==> src/rtl/pqd_ram.sv <==
`timescale 1ns / 1ps
// ----------------------------------------------------------------------------
// pqd_ram: generic single-write, single-read RAM
// One write port, one read port with registered read data.
// ----------------------------------------------------------------------------
module pqd_ram #(
  parameter int WIDTH = 8,
  parameter int DEPTH = 512
) (
  input  logic                     clk_i,
  input  logic                     we_i,
  input  logic [$clog2(DEPTH)-1:0] waddr_i,
  input  logic [WIDTH-1:0]         wdata_i,
  input  logic                     re_i,
  input  logic [$clog2(DEPTH)-1:0] raddr_i,
  output logic [WIDTH-1:0]         rdata_o
);

  logic [WIDTH-1:0] mem_q [DEPTH];
  logic [WIDTH-1:0] rdata_q;

  always_ff @(posedge clk_i) begin
    if (we_i) begin
      mem_q[waddr_i] <= wdata_i;
    end
    if (re_i) begin
      rdata_q <= mem_q[raddr_i];
    end
  end

  assign rdata_o = rdata_q;

endmodule

==> config.mk <==
export PLATFORM = sky130hd
export DESIGN_NAME = pqd_ram
export DESIGN_NICKNAME = d
export VERILOG_FILES = /design/src/rtl/pqd_ram.sv
export SDC_FILE = /design/constraint.sdc
export NUM_CORES = 2
export LEC_CHECK = 0
export BUFFER_PORTS_ARGS = -buffer_cell sky130_fd_sc_hd__buf_2
export CORE_ASPECT_RATIO = 1.75
export CORE_MARGIN = 2
export CORE_UTILIZATION = 25
export CTS_BUF_LIST = sky130_fd_sc_hd__clkbuf_8 sky130_fd_sc_hd__clkbuf_16
export CTS_CLUSTER_DIAMETER = 50
export DETAILED_ROUTE_END_ITERATION = 8
export PLACE_DENSITY = 0.42
export SLEW_MARGIN = 40
export SYNTH_ARGS = -nofsm -noshare
export SYNTH_HDL_FRONTEND = slang
export SYNTH_SLANG_ARGS = --single-unit
==> constraint.sdc <==
create_clock -name clk_i -period 2.75 [get_ports clk_i]
set_input_delay 0 -clock clk_i [delete_from_list [all_inputs] [get_ports clk_i]]
set_output_delay 0 -clock clk_i [all_outputs]
set_load 0.1 [all_outputs]
# Yosys cells after proc, flatten, opt, wreduce, memory -nomap -nowiden
# Memories as Yosys holds them, arrays and structs flattened. A register that Yosys moved wholly into a read port is not among the register bits.
# Cells that the tools add are included.
# W data, S select, Z words.
dict set report classes {
  mux 2
}
# op n
set ops {}
lappend ops {{$mux W1} 2}
dict set report word_totals {
  mem_count 1
  ff_bits 0
  wordCells 3
  ramBits 4096
}
# memory words width read_ports rd_ports_with_merged_regs write_ports line_no
set mem_list {}
lappend mem_list {mem_q 512 8 1 1 1 19} ;# logic [WIDTH-1:0] mem_q [DEPTH];

# Depth between registers and ports, before layout
dict set report depth {
  ltp_word 2
  mapped_depth 12
}

# Worst setup path after synthesis
# OpenSTA, ideal clock, no wires.
dict set report synth_timing {
  kind {input-to-reg}
  startpoint {in raddr_i[0]}
  endpoint {reg rdata_q[0] (netlist: rdata_o[0]), read port of mem_q, data pin}
  setup_slack_ns 0.639
  n_path_buf 4
  arrival_time_ns 1.854
  path_stages 10
  path_cell_list {buf_4 > buf_12 > buf_12 > buf_2 > mux4_2 > o21ai_0 > nand3_1 > nand4_1 > o21ai_0 > o2111a_1}
}
# item line_no
set synth_lines {}
lappend synth_lines {{start: declaration} 15} ;# input logic [$clog2(DEPTH)-1:0] raddr_i,
lappend synth_lines {{end: declaration} 20} ;# logic [WIDTH-1:0] rdata_q;

==> summary.txt <==
Clock network
  – Clock latency on the worst-skew pair: 0.95 ns
  – Worst-path clk slew: 0.07 ns
  – Root buf cell: clkbuf_16
  – CTS Buffer Depth: 4
  – Total CTS buffers: 365
  – CTS tree: done
  – CTS Sinks: 4104
  – Post-CTS Setup Inserts: 0
  – H-tree depth: 5

Floorplan
  – Core Footprint: 637900 um2
  – Die area: 646700 um2
  – FP Rows: 388
  – Die H: 1062 um
  – I/O pin total: 37
  – Die W: 608.8 um
  – Initial core utilization: 0.2508

Drt
  – First-pass DRT Iterations: 7
  – Routed WL per cell: 28.97 um
  – Number of DRC markers in iteration 0: 5994
  – Antenna Nets Post-Route: 0
  – DRC Markers: 0
  – DRT Wirelength: 525500 um
  – Via count: 83840
  – Vias per inst: 4.621

Yosys
  – Synth warn: 0
  – Largest family of logic cells by synthesized area: multiplexers
  – Synth cell types: 50
  – FFs w/ async S/R, synth: 0
  – Post-Synth Adder-Cell Area: 0
  – Post-synthesis simple-gate area fraction: 0.02630
  – Compound-cell area share of the yosys netlist: 0.04311
  – Post-Synthesis Cell Area: 160000 um2
  – Post-synthesis mux area share: 0.1419
  – Number of synthesized flops with an enable pin: 4104
  – Synth Flop Type: edfxtp_1
  – Synth area leader: edfxtp_1
  – Dominant cells by area after synthesis: edfxtp_1 77%, mux4_2 9.2%, mux2i_1 5.0%
  – Number of synthesized register bits: 4104
  – XOR/XNOR share of the synthesized area: 0
  – Post-synthesis cell count: 8030
  – Sequential share of the synthesized area: 0.7702
  – Mapped Nets: 8059
  – Mapped Avg Cell Area: 19.93 um2
  – Post-synth top area share: 0.7702

Critical path
  – Reg2Reg Depth: 11
  – Worst setup path end: rdata_o[0]
  – WP data arrival: 3.50 ns
  – Slowest stage delay, CP: 0.51 ns
  – CP cell instances: mux2i_1 > o221ai_2 > buf_4 > nor3_1 > buf_4 > nor4_4 > buf_4 > o311ai_1 > nor4_4 > buf_4 > o2111a_1
  – CP Class: reg -> reg
  – Data required, critical path: 3.55 ns
  – Worst r2r dst: rdata_o[0]
  – Critical path's most frequent cell: buf_4
  – Crit-path max FO: 2
  – R2R Setup Slk: 0.05 ns
  – Crit. End Element: register
  – Worst r2r src: mem_q[273][0]
  – Startpoint Class: register
  – Origin of the worst setup path: mem_q[273][0]
  – Crit-path slowest cell: nor4_4

Place
  – Dpl ws: -0.9083 ns
  – DPL Wire Length: 370100 um
  – Port bufs: 36
  – Routability cong.: 0.8932
  – Placement Cell Area: 182100 um2

Final layout
  – Fin nets: 9461
  – Most common cell after layout, fill and taps aside: edfxtp_1
  – Core Util, Final: 0.3055
  – Post-route cell area: 194900 um2
  – Share of cells above drive strength 1: 0.2970
  – Filler cells: 62240
  – Synthesis-to-finish area growth: 21.79%
  – Most frequent cells in the layout: 4104 x edfxtp_1, 1291 x buf_4, 795 x mux2i_1, 654 x mux4_2, 524 x nor2_1

Power and ir drop
  – Sw frac: 0.2249
  – Net Sw Power: 29.39 mW
  – Sequential power share: 0.527
  – Clock group share of total power: 0.410
  – Internal power: 101.3 mW
  – Leakage: 63.13 nW
  – Pwr Density: 670.5 nW/um2
  – Maximum vdd drop: 0.0004882 V
  – Gate power share: 0.063

Timing
  – Final hold violations: 0
  – Final setup fails: 0
  – Worst setup margin: 0.04795 ns
  – Slew @ Worst Pin: 0.9007 ns
  – Fmax: 370.1 MHz
  – RSZ-0062 raised after global routing: false
  – Max_slew headroom: 0.3949
  – Min cycle time layout: 2.702 ns
  – Tcrit/Tclk final: 0.9826
  – Worst Clk Skew: 0.06377 ns
  – Final Max Tran Viols: 0

Run status
  – Status: completed

Job
  – Max-cap violations: 0

Global route
  – GRT Overall Usage: 0.1588
  – Met2 usage: 0.3178
  – Met3 Use GR: 0.01512
  – Initial antenna violation count: 25
  – Met1 track demand over resource: 0.1662
  – Largest net degree at the start of global routing: 100
  – Overflow after GRT: 0
  – First-pass GRT wire length: 728400 um
  – Busiest grt layer: met2
  – Vias in the first global route: 89860

Min path
  – HP Class: in -> reg
-- power by group through the flow --
stage	Clock (mW)	Combinational [mW]	Sequential [mW]
5_1_grt	56.8	8.64	68.9
6_report	53.5	8.26	68.9
3_5_place_dp	0	8.38	70.3
3_3_place_gp	0	8.27	70.3
2_1_floorplan	0	3.28	70.4
4_1_cts	54.8	8.43	68.9
-- sequential cells by signal (all words and copies together) (netlist names) --
register	count
mem_q	4096
rdata_o	8
-- Yosys cell counts, types with 5 or more instances --
library cell,count
o311ai_0,5
a211oi_1,17
and2_1,20
nand2_1,111
o21ai_0,118
clkbuf_1,265
nand4_1,32
or3_1,6
nor3_1,109
a22oi_1,61
nor2b_1,6
o41ai_1,7
buf_2,57
mux2i_1,797
mux4_2,654
nor4_1,36
nor3b_1,8
a22o_1,5
edfxtp_1,4104
o31ai_1,13
buf_8,11
nand3_1,36
buf_12,5
buf_1,41
buf_4,70
buf_6,64
o2111a_1,8
a21oi_1,194
o22ai_1,163
nor2_1,597
o221ai_1,371
-- final cells by class --
cell class                 instances  area (um2)  area share
sequential                      4104      123200      0.6324
multi-input combinational       3410       34490      0.1770
timing repair buffer            1548       14280     0.07329
tap                             8385       10490     0.05384
clock buffer                     373        9334     0.04790
clock inverter                   306        2975     0.01527
antenna                           13       32.53   0.0001669
inverter                           3       20.02   0.0001027
-- cells by family after synthesis --
kind of cell | after synthesis
AO/OA/AOI/OAI | 979
buffers and inverters | 516
flip-flops | 4104
multiplexers | 1451
AND/OR/NAND/NOR | 980
-- how the worst min path moves through the flow --
| stage | endpoint | slack [ns] | startpoint | cells after the start |
|---|---|---|---|---|
| finish | mem_q[477][5] | 0.08 | wdata_i[5] | 2 |
| CTS | mem_q[477][5] | 0.003 | wdata_i[5] | 2 |
| global placement | rdata_o[4] | 0.50 | re_i | 1 |
| floorplan | mem_q[0][0] | 0.1 | wdata_i[0] | 0 |
| detailed placement | mem_q[176][5] | 0.42 | wdata_i[5] | 1 |
| global route | mem_q[479][5] | 0.06 | wdata_i[5] | 2 |
-- through the flow --
step           TNS, ns  hold slack (ns)  total power [mW]  std cells
2_1_floorplan        0          0.09887             73.65       8030
3_3_place_gp    -9.917           0.4990             78.54      17430
3_5_place_dp    -5.551           0.4213             78.66      17440
4_1_cts              0         0.002874             132.1      18130
5_1_grt              0          0.05977             134.3      18130
6_report             0          0.08173             130.7      18140
-- per-layer routing --
| metal | up-vias | wire [um] |
|---|---|---|
| met2 | 1855 | 298200 |
| met5 | - | 65 |
| met4 | 8 | 25180 |
| li1 | 36200 | - |
| met1 | 45130 | 184300 |
| met3 | 651 | 17830 |
-- critical path, delay by kind of cell, from the launching register on --
family                 cells  cell delay, ns
DFF                        1            0.32
muxes                      1            0.09
and+or+nand+nor            3            0.90
AOI/OAI and AO/OA          3            0.58
buffers and inverters      4            0.67
-- what timing repair did --
action,4_1_cts,5_1_grt
setup endpoints to repair,5,3
cloned,0,0
endpoints found under the hold margin,2797,0
hold buffers,12,0
gates resized for setup,26,8
pin swaps,8,2
(Power assumes the default switching activity.)
