**config.mk**
```make
export PLATFORM = sky130hd
export DESIGN_NAME = pqd_scale
export DESIGN_NICKNAME = d
export VERILOG_FILES = /design/src/rtl/pqd_pkg.sv /design/src/rtl/pqd_scale.sv
export SDC_FILE = /design/constraint.sdc
export NUM_CORES = 1
export LEC_CHECK = 0
export BUFFER_PORTS_ARGS = -buffer_cell sky130_fd_sc_hd__buf_2
export CELL_PAD_IN_SITES_DETAIL_PLACEMENT = 1
export CELL_PAD_IN_SITES_GLOBAL_PLACEMENT = 1
export CORE_AREA = 4 4 222 203
export CTS_CLUSTER_DIAMETER = 40
export DETAILED_ROUTE_END_ITERATION = 16
export DIE_AREA = 0 0 226 207
export GPL_TIMING_DRIVEN = 0
export PLACE_DENSITY = 0.85
export SKIP_CTS_REPAIR_TIMING = 1
export SLEW_MARGIN = 10
export SYNTH_ARGS = -nofsm -noshare
export SYNTH_HDL_FRONTEND = slang
export SYNTH_SLANG_ARGS = --single-unit
```
**constraint.sdc**
```tcl
create_clock -name clk_i -period 17.9 [get_ports clk_i]
set_clock_uncertainty 0.05 [all_clocks]
set_input_delay 0 -clock clk_i [delete_from_list [all_inputs] [get_ports clk_i]]
set_output_delay 0 -clock clk_i [all_outputs]
set_load 0.01 [all_outputs]
```
**src/rtl/pqd_pkg.sv**
```systemverilog
`timescale 1ns / 1ps
// ----------------------------------------------------------------------------
// pqd_pkg: shared types and constants of the PQ distance engine
// Table geometry, beat structs, register indexes and arithmetic widths.
// ----------------------------------------------------------------------------
package pqd_pkg;

  localparam int MAX_CHUNKS  = 64;
  localparam int CENTROIDS   = 16;
  localparam int CENT_W      = $clog2(CENTROIDS);
  localparam int TABLE_DEPTH = MAX_CHUNKS * CENTROIDS;

  // Byte position counts code bytes and stops one past the last useful byte.
  localparam int POS_CAP = (MAX_CHUNKS + 1) / 2;
  localparam int POS_W   = $clog2(POS_CAP + 1);

  // Even and odd subspaces live in separate banks.
  localparam int BANK_DEPTH = POS_CAP * CENTROIDS;
  localparam int BANK_AW    = $clog2(BANK_DEPTH);

  // Chunk compare width: covers num_chunks, MAX_CHUNKS and sub index + 1.
  localparam int CMP_W = ($clog2(MAX_CHUNKS + 3) > 7) ? $clog2(MAX_CHUNKS + 3) : 8;

  localparam int IDX_W   = 10;
  localparam int VAL_W   = 8;
  localparam int CODE_W  = 8;
  localparam int NCH_W   = 7;
  localparam int CFG_W   = 32;
  localparam int CFG_IDX_W = 2;
  localparam int SUM_W   = 14;
  localparam int DIST_W  = 48;
  localparam int PROD_W  = SUM_W + CFG_W;

  localparam logic [CODE_W-1:0] NIBBLE_MASK = 8'h0F;
  localparam logic [SUM_W-1:0]  SUM_MAX     = {SUM_W{1'b1}};
  localparam logic signed [DIST_W-1:0] DIST_MAX = {1'b0, {(DIST_W-1){1'b1}}};
  localparam logic signed [DIST_W-1:0] DIST_MIN = {1'b1, {(DIST_W-1){1'b0}}};

  typedef enum logic [CFG_IDX_W-1:0] {
    CFG_NUM_CHUNKS  = 2'd0,
    CFG_SCALE_DELTA = 2'd1,
    CFG_OFFSET_BIAS = 2'd2
  } pqd_cfg_idx_e;

  typedef enum logic {
    OP_TABLE_WRITE = 1'b0,
    OP_CODE_BYTE   = 1'b1
  } pqd_op_e;

  typedef struct packed {
    pqd_op_e           op;
    logic [IDX_W-1:0]  table_index;
    logic [VAL_W-1:0]  table_value;
    logic [CODE_W-1:0] code_byte;
    logic              last;
  } pqd_in_t;

  typedef struct packed {
    logic [SUM_W-1:0]         sum_units;
    logic signed [DIST_W-1:0] distance;
  } pqd_out_t;

  typedef struct packed {
    logic [CFG_W-1:0]        delta;
    logic signed [CFG_W-1:0] bias;
  } pqd_scale_cfg_t;

  typedef struct packed {
    logic             valid;
    logic [SUM_W-1:0] sum;
  } pqd_sum_beat_t;

endpackage

```
**src/rtl/pqd_scale.sv**
```systemverilog
`timescale 1ns / 1ps
// ----------------------------------------------------------------------------
// pqd_scale: sum scaling and output stage
// Registers the code sum, multiplies by delta, adds bias, saturates to 48 bits.
// ----------------------------------------------------------------------------
module pqd_scale (
  input  logic                   clk_i,
  input  logic                   rst_ni,
  input  pqd_pkg::pqd_scale_cfg_t cfg_i,
  input  pqd_pkg::pqd_sum_beat_t  beat_i,
  output logic                   ready_o,
  output logic                   out_valid_o,
  input  logic                   out_stall_i,
  output pqd_pkg::pqd_out_t       out_data_o
);
  import pqd_pkg::*;

  logic              a_valid_q, a_valid_d;
  logic [SUM_W-1:0]  a_sum_q;
  logic              b_valid_q, b_valid_d;
  logic [SUM_W-1:0]  b_sum_q;
  logic [PROD_W-1:0] b_prod_q, b_prod_d;
  logic              o_valid_q, o_valid_d;
  pqd_out_t          o_data_q, o_data_d;

  logic a_ready, b_ready, o_ready;
  logic signed [DIST_W:0] dist_ext;

  // Each stage moves when its successor is empty or moving.
  assign o_ready = !o_valid_q || !out_stall_i;
  assign b_ready = !b_valid_q || o_ready;
  assign a_ready = !a_valid_q || b_ready;
  assign ready_o = a_ready;

  always_comb begin
    a_valid_d = a_ready ? beat_i.valid : a_valid_q;
    b_valid_d = b_ready ? a_valid_q : b_valid_q;
    o_valid_d = o_ready ? b_valid_q : o_valid_q;

    b_prod_d = PROD_W'(a_sum_q) * PROD_W'(cfg_i.delta);

    dist_ext = $signed({{(DIST_W + 1 - PROD_W){1'b0}}, b_prod_q})
             + (DIST_W + 1)'(cfg_i.bias);
    o_data_d.sum_units = b_sum_q;
    case (dist_ext[DIST_W:DIST_W-1])
      2'b01:   o_data_d.distance = DIST_MAX;
      2'b10:   o_data_d.distance = DIST_MIN;
      default: o_data_d.distance = dist_ext[DIST_W-1:0];
    endcase
  end

  always_ff @(posedge clk_i or negedge rst_ni) begin
    if (!rst_ni) begin
      a_valid_q <= 1'b0;
      b_valid_q <= 1'b0;
      o_valid_q <= 1'b0;
    end else begin
      a_valid_q <= a_valid_d;
      b_valid_q <= b_valid_d;
      o_valid_q <= o_valid_d;
    end
  end

  always_ff @(posedge clk_i) begin
    if (a_ready && beat_i.valid) begin
      a_sum_q <= beat_i.sum;
    end
    if (b_ready && a_valid_q) begin
      b_sum_q  <= a_sum_q;
      b_prod_q <= b_prod_d;
    end
    if (o_ready && b_valid_q) begin
      o_data_q <= o_data_d;
    end
  end

  assign out_valid_o = o_valid_q;
  assign out_data_o  = o_data_q;

endmodule

```
# Yosys cells after proc, flatten, opt, wreduce, memory -nomap -nowiden
# Cells that the tools add are included.
word_totals:
  reg_bits: 139
  out_inout_bits: 64
  wordCells: 23
op_classes:
  addsub: 1
  n_mul: 1
  eq_ne: 2
  muxes: 1
  n_reduce_logical: 10
ops:
  columns: ["operator", "n"]
  rows:
  - ["48-bit case mux with 2 select lines", 1]
  - ["47-bit by 32-bit adder with 48-bit output", 1]
  - ["14-bit by 32-bit multiplier with 46-bit output", 1]
  - ["1-bit zero test", 4]
  - ["1-bit logical AND", 3]
  - ["1-bit logical OR", 3]
  - ["2-bit by 1-bit == test with 1-bit output, second input constant", 1]
  - ["2-bit == test, second input constant", 1]

# Depth between registers and ports, before layout
# Gate-level depths: netlist of the first run.
depth:
  word_depth: 5
  ltp_mapped: 24
  depth_no_buf: 23

# Least setup slack after synthesis of the first run
# No wires, ideal clock.
synth_timing:
  path_type: "register to register"
  start: "reg a_sum_q[5]"
  end: "reg b_prod_q[45], data pin"
  setup_time_ns: 0.262
  arrival_ns: 5.996
  slack_ns: 11.592
  stages_incl_launch_ff: 22
  period_less_slack_ns: 6.308
  cell_sequence: "edfxtp_1 > clkbuf_1 > nand2_1 > fa_1 > fa_1 > fa_1 > inv_1 > fa_1 > fa_1 > inv_1 > fa_1 > inv_1 > ha_1 > a21o_1 > a221oi_2 > a2bb2oi_1 > nor4b_4 > nor4bb_1 > o311ai_1 > nand2_1 > a311oi_2 > xnor2_1"
synth_between:
  elab_chain_len: 1
synth_lines:
  columns: ["element", "line_no", "rtl"]
  rows:
  - ["start: declaration", "pqd_scale.sv:19", "logic [SUM_W-1:0] a_sum_q;"]
  - ["start signal: assignment", "pqd_scale.sv:66", "a_sum_q <= beat_i.sum;"]
  - ["14-bit by 32-bit multiplier with 46-bit output", "pqd_scale.sv:40", "b_prod_d = PROD_W'(a_sum_q) * PROD_W'(cfg_i.delta);"]
  - ["via b_prod_d[45]", "pqd_scale.sv:22", "logic [PROD_W-1:0] b_prod_q, b_prod_d;"]
  - ["end signal: assignment", "pqd_scale.sv:70", "b_prod_q <= b_prod_d;"]
  - ["end: declaration", "pqd_scale.sv:22", null]
# The timed path passes the listed nets, and every way through them passes these cells.
# A chain may end at the register's enable or synchronous reset.

# Final worst setup path of the first run
layout_timing:
  start: "reg a_sum_q[3]"
  end: "reg b_prod_q[45], data pin"
# The elaborated chain is that of the path after synthesis.

==> results by group, run 1 <==
Floorplan
  • Die span in x: 226 um
  • Core box area: 42600 um^2
  • Initial Util: 49.6%
  • Die Y-Extent: 207 um
  • FP Rows: 72
  • # IOs: 146
  • Die area: 46800 um^2

Timing
  • Slew Limit Headroom: 24.7%
  • Final Cycle Share: 44.0%
  • Min cycle time layout: 7.88 ns
  • Setup TNS: 0 ns
  • Tightest Pin Transition: 1.13 ns
  • Max Slew Vio Count: 0
  • Highest clock rate: 127 MHz
  • # setup viols final: 0
  • Final hold slack: -0.00233 ns
  • RSZ-0062 raised after global routing: no
  • Final Hold Vio Count: 2

Logic synthesis
  • Top cells by area, synth: fa_1 34%, edfxtp_1 19%, ha_1 9.3%, inv_1 6.8%, and2_1 6.3%
  • Area leader, netlist: fa_1
  • Syn Nets: 2777
  • Mapped cell area: 21100 um^2
  • Fraction of registers with async set or reset after synthesis: 2.16%
  • Yosys Warn Count: 0
  • Yosys reg bits: 139
  • Synth cell types: 71
  • Sequential element share of the synthesized area: 19.7%
  • Post-synth EDFFs: 136
  • Cell count after synthesis: 2180
  • Top-area cell type share of the netlist area: 33.9%
  • Syn_area_per_cell: 9.69 um^2
  • Top_reg_cell synth: edfxtp_1

Detailed routing
  • DRT iter0 DRCs: 1173
  • WL final: 68000 um
  • DRC: 0
  • Detail Route Antenna Nets: 0
  • Drt first pass iters: 5
  • Wire length per cell: 23.2 um
  • Via density: 5.65
  • Vias: 16592

Placement
  • Gp weighted congestion: 0.943
  • DP Cell Count: 2882
  • HPWL Detailed: 55500 um
  • PortBufs: 145

Clocking
  • # clock sinks: 139
  • Skew-Pair Late Insertion Delay: 0.49 ns
  • CTS tree: done
  • Root Driver: clkbuf_16
  • H-tree depth: 4
  • Maximum buffer depth of the clock tree: 2
  • CTS Buf Count: 17
  • Clock Pin Slew Worst Setup and Hold Paths: 0.09 ns

GRT
  • Vias in the first global route: 18342
  • GRT overflow: 0
  • Largest net degree at the start of global routing: 61
  • Antenna violations before repair: 2
  • First-pass GRT wire length: 105000 um
  • All-layer global routing usage: 29.2%

Critical path
  • Worst-path maximum fanout: 10
  • FF-to-FF Start: a_sum_q[3]
  • Worst path cell trace: clkbuf_1, and2_1, fa_1, inv_1, fa_1, inv_1, fa_1, fa_1, fa_1, inv_1, fa_1, inv_1, ha_1, and4_1, nand2_1, and4b_1, nor4b_4, nor4bb_1, o311ai_1, nand2_1, a311oi_2, xnor2_1
  • Crit-path leading delay family: adder cells
  • Slowest stage delay, CP: 0.73 ns
  • Crit path DAT: 8.04 ns
  • Critical path class: reg -> reg
  • CP most frequent cell: fa_1
  • Slowest-stage cell, CP: edfxtp_1
  • Worst path bufs/invs: 5
  • CP startpoint kind: flop
  • CP Data Required Time: 18.06 ns
  • Crit path from: a_sum_q[3]
  • Critical Path Sink Type: flop

Min path
  • HP Class: in -> reg
  • HP Start: cfg_i[4]

Status
  • Failing checks: hold timing
  • Outcome: complete, but fails checks

Finish
  • Share of layout cells above drive strength 1: 8.53%
  • Area Growth Syn to Fin: 10.8%
  • Fin cells: 2936
  • Fin nets: 2964

Job
  • # Max-Cap Violations: 0
-- layout make-up --
cell class,instances,area (um^2)
clock buffers,17,425
clock inverters,15,171
diodes,1,2.50
repair buffers,168,983
fillers,4871,19200
flip-flops and latches,139,4160
multi-input cells,1562,15200
inverters,383,1440
well taps,555,694
plain buffers,96,362
-- state kept, by name, summed over array words and instances (netlist names) --
register,count
out_data_o,62
b_prod_q,46
a_sum_q,14
b_sum_q,14
a_valid_q,1
b_valid_q,1
out_valid_o,1
-- Yosys cell counts (3+ instances only) --
master / number
nor3_1: 11
o21ai_0: 32
inv_1: 383
and3_1: 15
o21ai_1: 11
nand4_1: 17
nand3_1: 20
ha_1: 157
nor3b_1: 3
a21o_1: 70
xor2_1: 28
edfxtp_1: 136
o211ai_1: 11
nor2_1: 44
o21bai_1: 11
a211oi_1: 7
nand2b_1: 12
and4_1: 3
clkbuf_1: 95
or2_2: 6
a21boi_0: 3
nand2_1: 302
fa_1: 358
and2_1: 212
xnor2_1: 58
nor2b_1: 12
a31oi_1: 14
a21oi_1: 89
dfrtp_1: 3
a21oi_2: 3
o21a_1: 6
-- cells by family (layout without fill, tap and decap cells) --
| logic type | after synthesis | in the layout | share of synthesized area (%) |
|---|---|---|---|
| xor gates and xnor gates | 86 | 86 | 3.57 |
| DFF | 139 | 139 | 19.7 |
| and+or+nand+nor | 669 | 669 | 15.7 |
| muxes | 1 | 1 | 0.0474 |
| AOI/OAI and AO/OA | 291 | 291 | 9.24 |
| buffers and inverters | 479 | 679 | 8.52 |
| adders and majority gates | 515 | 515 | 43.2 |
| other | 0 | 1 | 0 |
-- worst reg2reg max path: cells and delay by family, from the launching register on --
kind            cells  cell delay, ns
buf+inv             5            1.01
flops               1            0.73
simple gates        7            1.60
compound gates      2            0.83
xor+xnor            1            0.11
fa+ha+maj           7            3.28
-- through the flow --
stage / area (um^2) / util, % / setup slack, ns
floorplan: 21100 / - / 11.59
finish: 23400 / 55.0 / 10.02
global route: 23400 / 55.0 / 9.79
detailed placement: 22600 / 53.1 / 10.15
global placement: 22500 / 52.9 / 10.10
CTS: 23200 / 54.5 / 10.11
-- routing by layer --
metal | vias to the layer above | global-route usage (%) | routed length (um)
li1 | 7276 | - | -
met1 | 8557 | 39.1 | 27900
met2 | 647 | 46.3 | 32100
met3 | 112 | 7.90 | 5850
met4 | 0 | 9.74 | 2140
met5 | - | 0 | 0
-- cells in the final DEF, fill, tap and decap left out, types with 12 or more instances in the layout --
cell type,n
nor2b_1,12
nand2b_1,12
fa_1,358
nand3_1,20
xnor2_1,58
and2_1,211
a21o_1,70
nand4_1,17
inv_1,383
and3_1,15
o21ai_0,32
clkbuf_1,95
xor2_1,28
a31oi_1,14
ha_1,157
a21oi_1,89
edfxtp_1,136
dlygate4sd3_1,21
nand2_1,302
nor2_1,44
clkbuf_16,17
buf_2,146
-- path summary, 6_finish.rpt --
path	cells past startpoint	slack [ns]	to
max	22	10.02	b_prod_q[45]
min	4	-0.002	out_data_o[5]
max reg2reg	22	10.02	b_prod_q[45]
min reg2reg	0	0.37	out_data_o[54]
max in group asynchronous	3	17.20	out_valid_o
min in group asynchronous	3	0.41	b_valid_q
Power of run 1 is not shown: default switching activity piles up to over one toggle a cycle in this logic, so the estimate is an artifact.
==> run 2: changes to the inputs <==
Clock period 17.9 ns to 7.7 ns, I/O delays scaled along.
==> results by group, run 2 (synthesis results as in run 1) <==
Floorplan
  • # IOs: 146 (unchanged)
  • FP Rows: 72 (unchanged)
  • Die area: 46800 um^2 (unchanged)
  • Core box area: 42600 um^2 (unchanged)
  • Die span in x: 226 um (unchanged)
  • Die Y-Extent: 207 um (unchanged)
  • Initial Util: 49.6% (unchanged)

Detailed routing
  • Drt first pass iters: 8 (was 5)
  • Detail Route Antenna Nets: 0 (unchanged)
  • DRT iter0 DRCs: 1236 (was 1173)
  • Wire length per cell: 23.4 um (was 23.2 um)
  • WL final: 68700 um (was 68000 um)
  • Via density: 5.65 (about the same)
  • DRC: 0 (unchanged)
  • Vias: 16612 (was 16592)

Placement
  • DP Cell Count: 2882 (unchanged)
  • PortBufs: 145 (unchanged)
  • HPWL Detailed: 55500 um (unchanged)
  • Gp weighted congestion: 0.943 (unchanged)

Timing
  • Final Hold Vio Count: 0 (was 2)
  • RSZ-0062 raised after global routing: no (unchanged)
  • Slew Limit Headroom: 16.5% (was 24.7%)
  • # setup viols final: 0 (unchanged)
  • Min cycle time layout: 7.54 ns (was 7.88 ns)
  • Final hold slack: 0.000529 ns (was -0.00233 ns)
  • Tightest Pin Transition: 1.25 ns (was 1.13 ns)
  • Final Cycle Share: 98.0% (was 44.0%)
  • Max Slew Vio Count: 0 (unchanged)
  • Highest clock rate: 133 MHz (was 127 MHz)
  • Setup TNS: 0 ns (unchanged)

Critical path
  • CP Data Required Time: 7.86 ns (was 18.06 ns)
  • Crit path DAT: 7.70 ns (was 8.04 ns)
  • CP startpoint kind: flop (unchanged)
  • Worst-path maximum fanout: 10 (unchanged)
  • Critical Path Sink Type: flop (unchanged)
  • Register-to-Register Path Depth: 22 (unchanged)
  • Critical path class: reg -> reg (unchanged)

Min path
  • Hold Crit Depth: 4 (unchanged)
  • HP Class: in -> reg (unchanged)

Finish
  • Commonest non-fill, non-tap cell in the layout: inv_1 (unchanged)
  • Largest register FFs: 62 (unchanged)
  • Fin cells: 2939 (was 2936)
  • Most frequent cells in the layout: 383 x inv_1, 358 x fa_1, 302 x nand2_1 (unchanged)
  • Share of layout cells above drive strength 1: 9.45% (was 8.53%)
  • Area Growth Syn to Fin: 11.1% (was 10.8%)
  • Final Util: 55.1% (was 55.0%)
  • Fin nets: 2965 (was 2964)

GRT
  • First-pass GRT wire length: 105000 um (unchanged)
  • Vias in the first global route: 18342 (unchanged)
  • Largest net degree at the start of global routing: 61 (unchanged)
  • Antenna violations before repair: 2 (unchanged)
  • All-layer global routing usage: 29.2% (unchanged)
  • GRT overflow: 0 (unchanged)

Clocking
  • Skew-Pair Late Insertion Delay: 0.49 ns (about the same)
  • Root Driver: clkbuf_16 (unchanged)
  • Maximum buffer depth of the clock tree: 2 (unchanged)
  • Clock Pin Slew Worst Setup and Hold Paths: 0.09 ns (about the same)
  • CTS tree: done (unchanged)
  • CTS Buf Count: 17 (unchanged)
  • H-tree depth: 4 (unchanged)
  • # clock sinks: 139 (unchanged)

Job
  • # Max-Cap Violations: 0 (unchanged)

Status
  • Outcome: complete, no violations (was complete, but fails checks)
-- run 2: cell count changes in the layout (fill, tap and decap cells not counted), sizes merged --
| cell | before | now |
|---|---|---|
| diode | 1 | 3 |
| buf | 148 | 149 |
-- run 2: critical path, stage by stage, from the launching register on --
cell,delay [ns]
edfxtp_1,0.61
clkbuf_2,0.39
and2_1,0.26
fa_1,0.53
inv_1,0.07
fa_1,0.54
inv_1,0.05
fa_1,0.49
fa_1,0.45
fa_1,0.50
inv_1,0.05
fa_1,0.52
inv_1,0.07
ha_1,0.35
and3_1,0.18
a221oi_2,0.30
a2bb2oi_1,0.26
nor4b_4,0.40
nor4bb_1,0.14
o311ai_2,0.39
nand2_1,0.19
a311oi_2,0.34
xnor2_1,0.11
-- run 2: final timing paths --
check / slack, ns / endpoint / from
worst max-delay path: 0.16 / b_prod_q[45] / a_sum_q[8]
worst min-delay path: 0.0005 / out_data_o[5] / cfg_i[4]
worst max register to register: 0.16 / b_prod_q[45] / a_sum_q[8]
worst min register to register: 0.37 / out_data_o[55] / b_sum_q[7]
max in group asynchronous: 7.03 / out_valid_o / rst_ni
min in group asynchronous: 0.39 / a_valid_q / rst_ni
-- run 2: final cells by class --
class,instances,area [um^2]
inverter,383,1440
clock inverter,15,171
fill,4884,19100
tap,555,694
timing repair buffer,169,991
antenna,3,7.51
multi-input combinational,1562,15200
sequential,139,4160
clock buffer,17,425
buffer,96,387
-- run 2: metrics by stage --
stage / setup slack [ns] / area [um^2]
2_1_floorplan: 1.39 / 21100
3_3_place_gp: -0.0988 / 22500
3_5_place_dp: -0.0530 / 22600
4_1_cts: -0.0883 / 23200
5_1_grt: 0.00956 / 23500
6_report: 0.157 / 23500
-- run 2: metal layers --
metal / global-route usage (%) / vias to the layer above / routed length, um
li1: - / 7278 / -
met4: 9.74 / 0 / 1920
met2: 46.3 / 647 / 32800
met1: 39.1 / 8579 / 28100
met3: 7.90 / 108 / 5810
met5: 0 / - / 0
Power of run 2 is left out for the same reason.
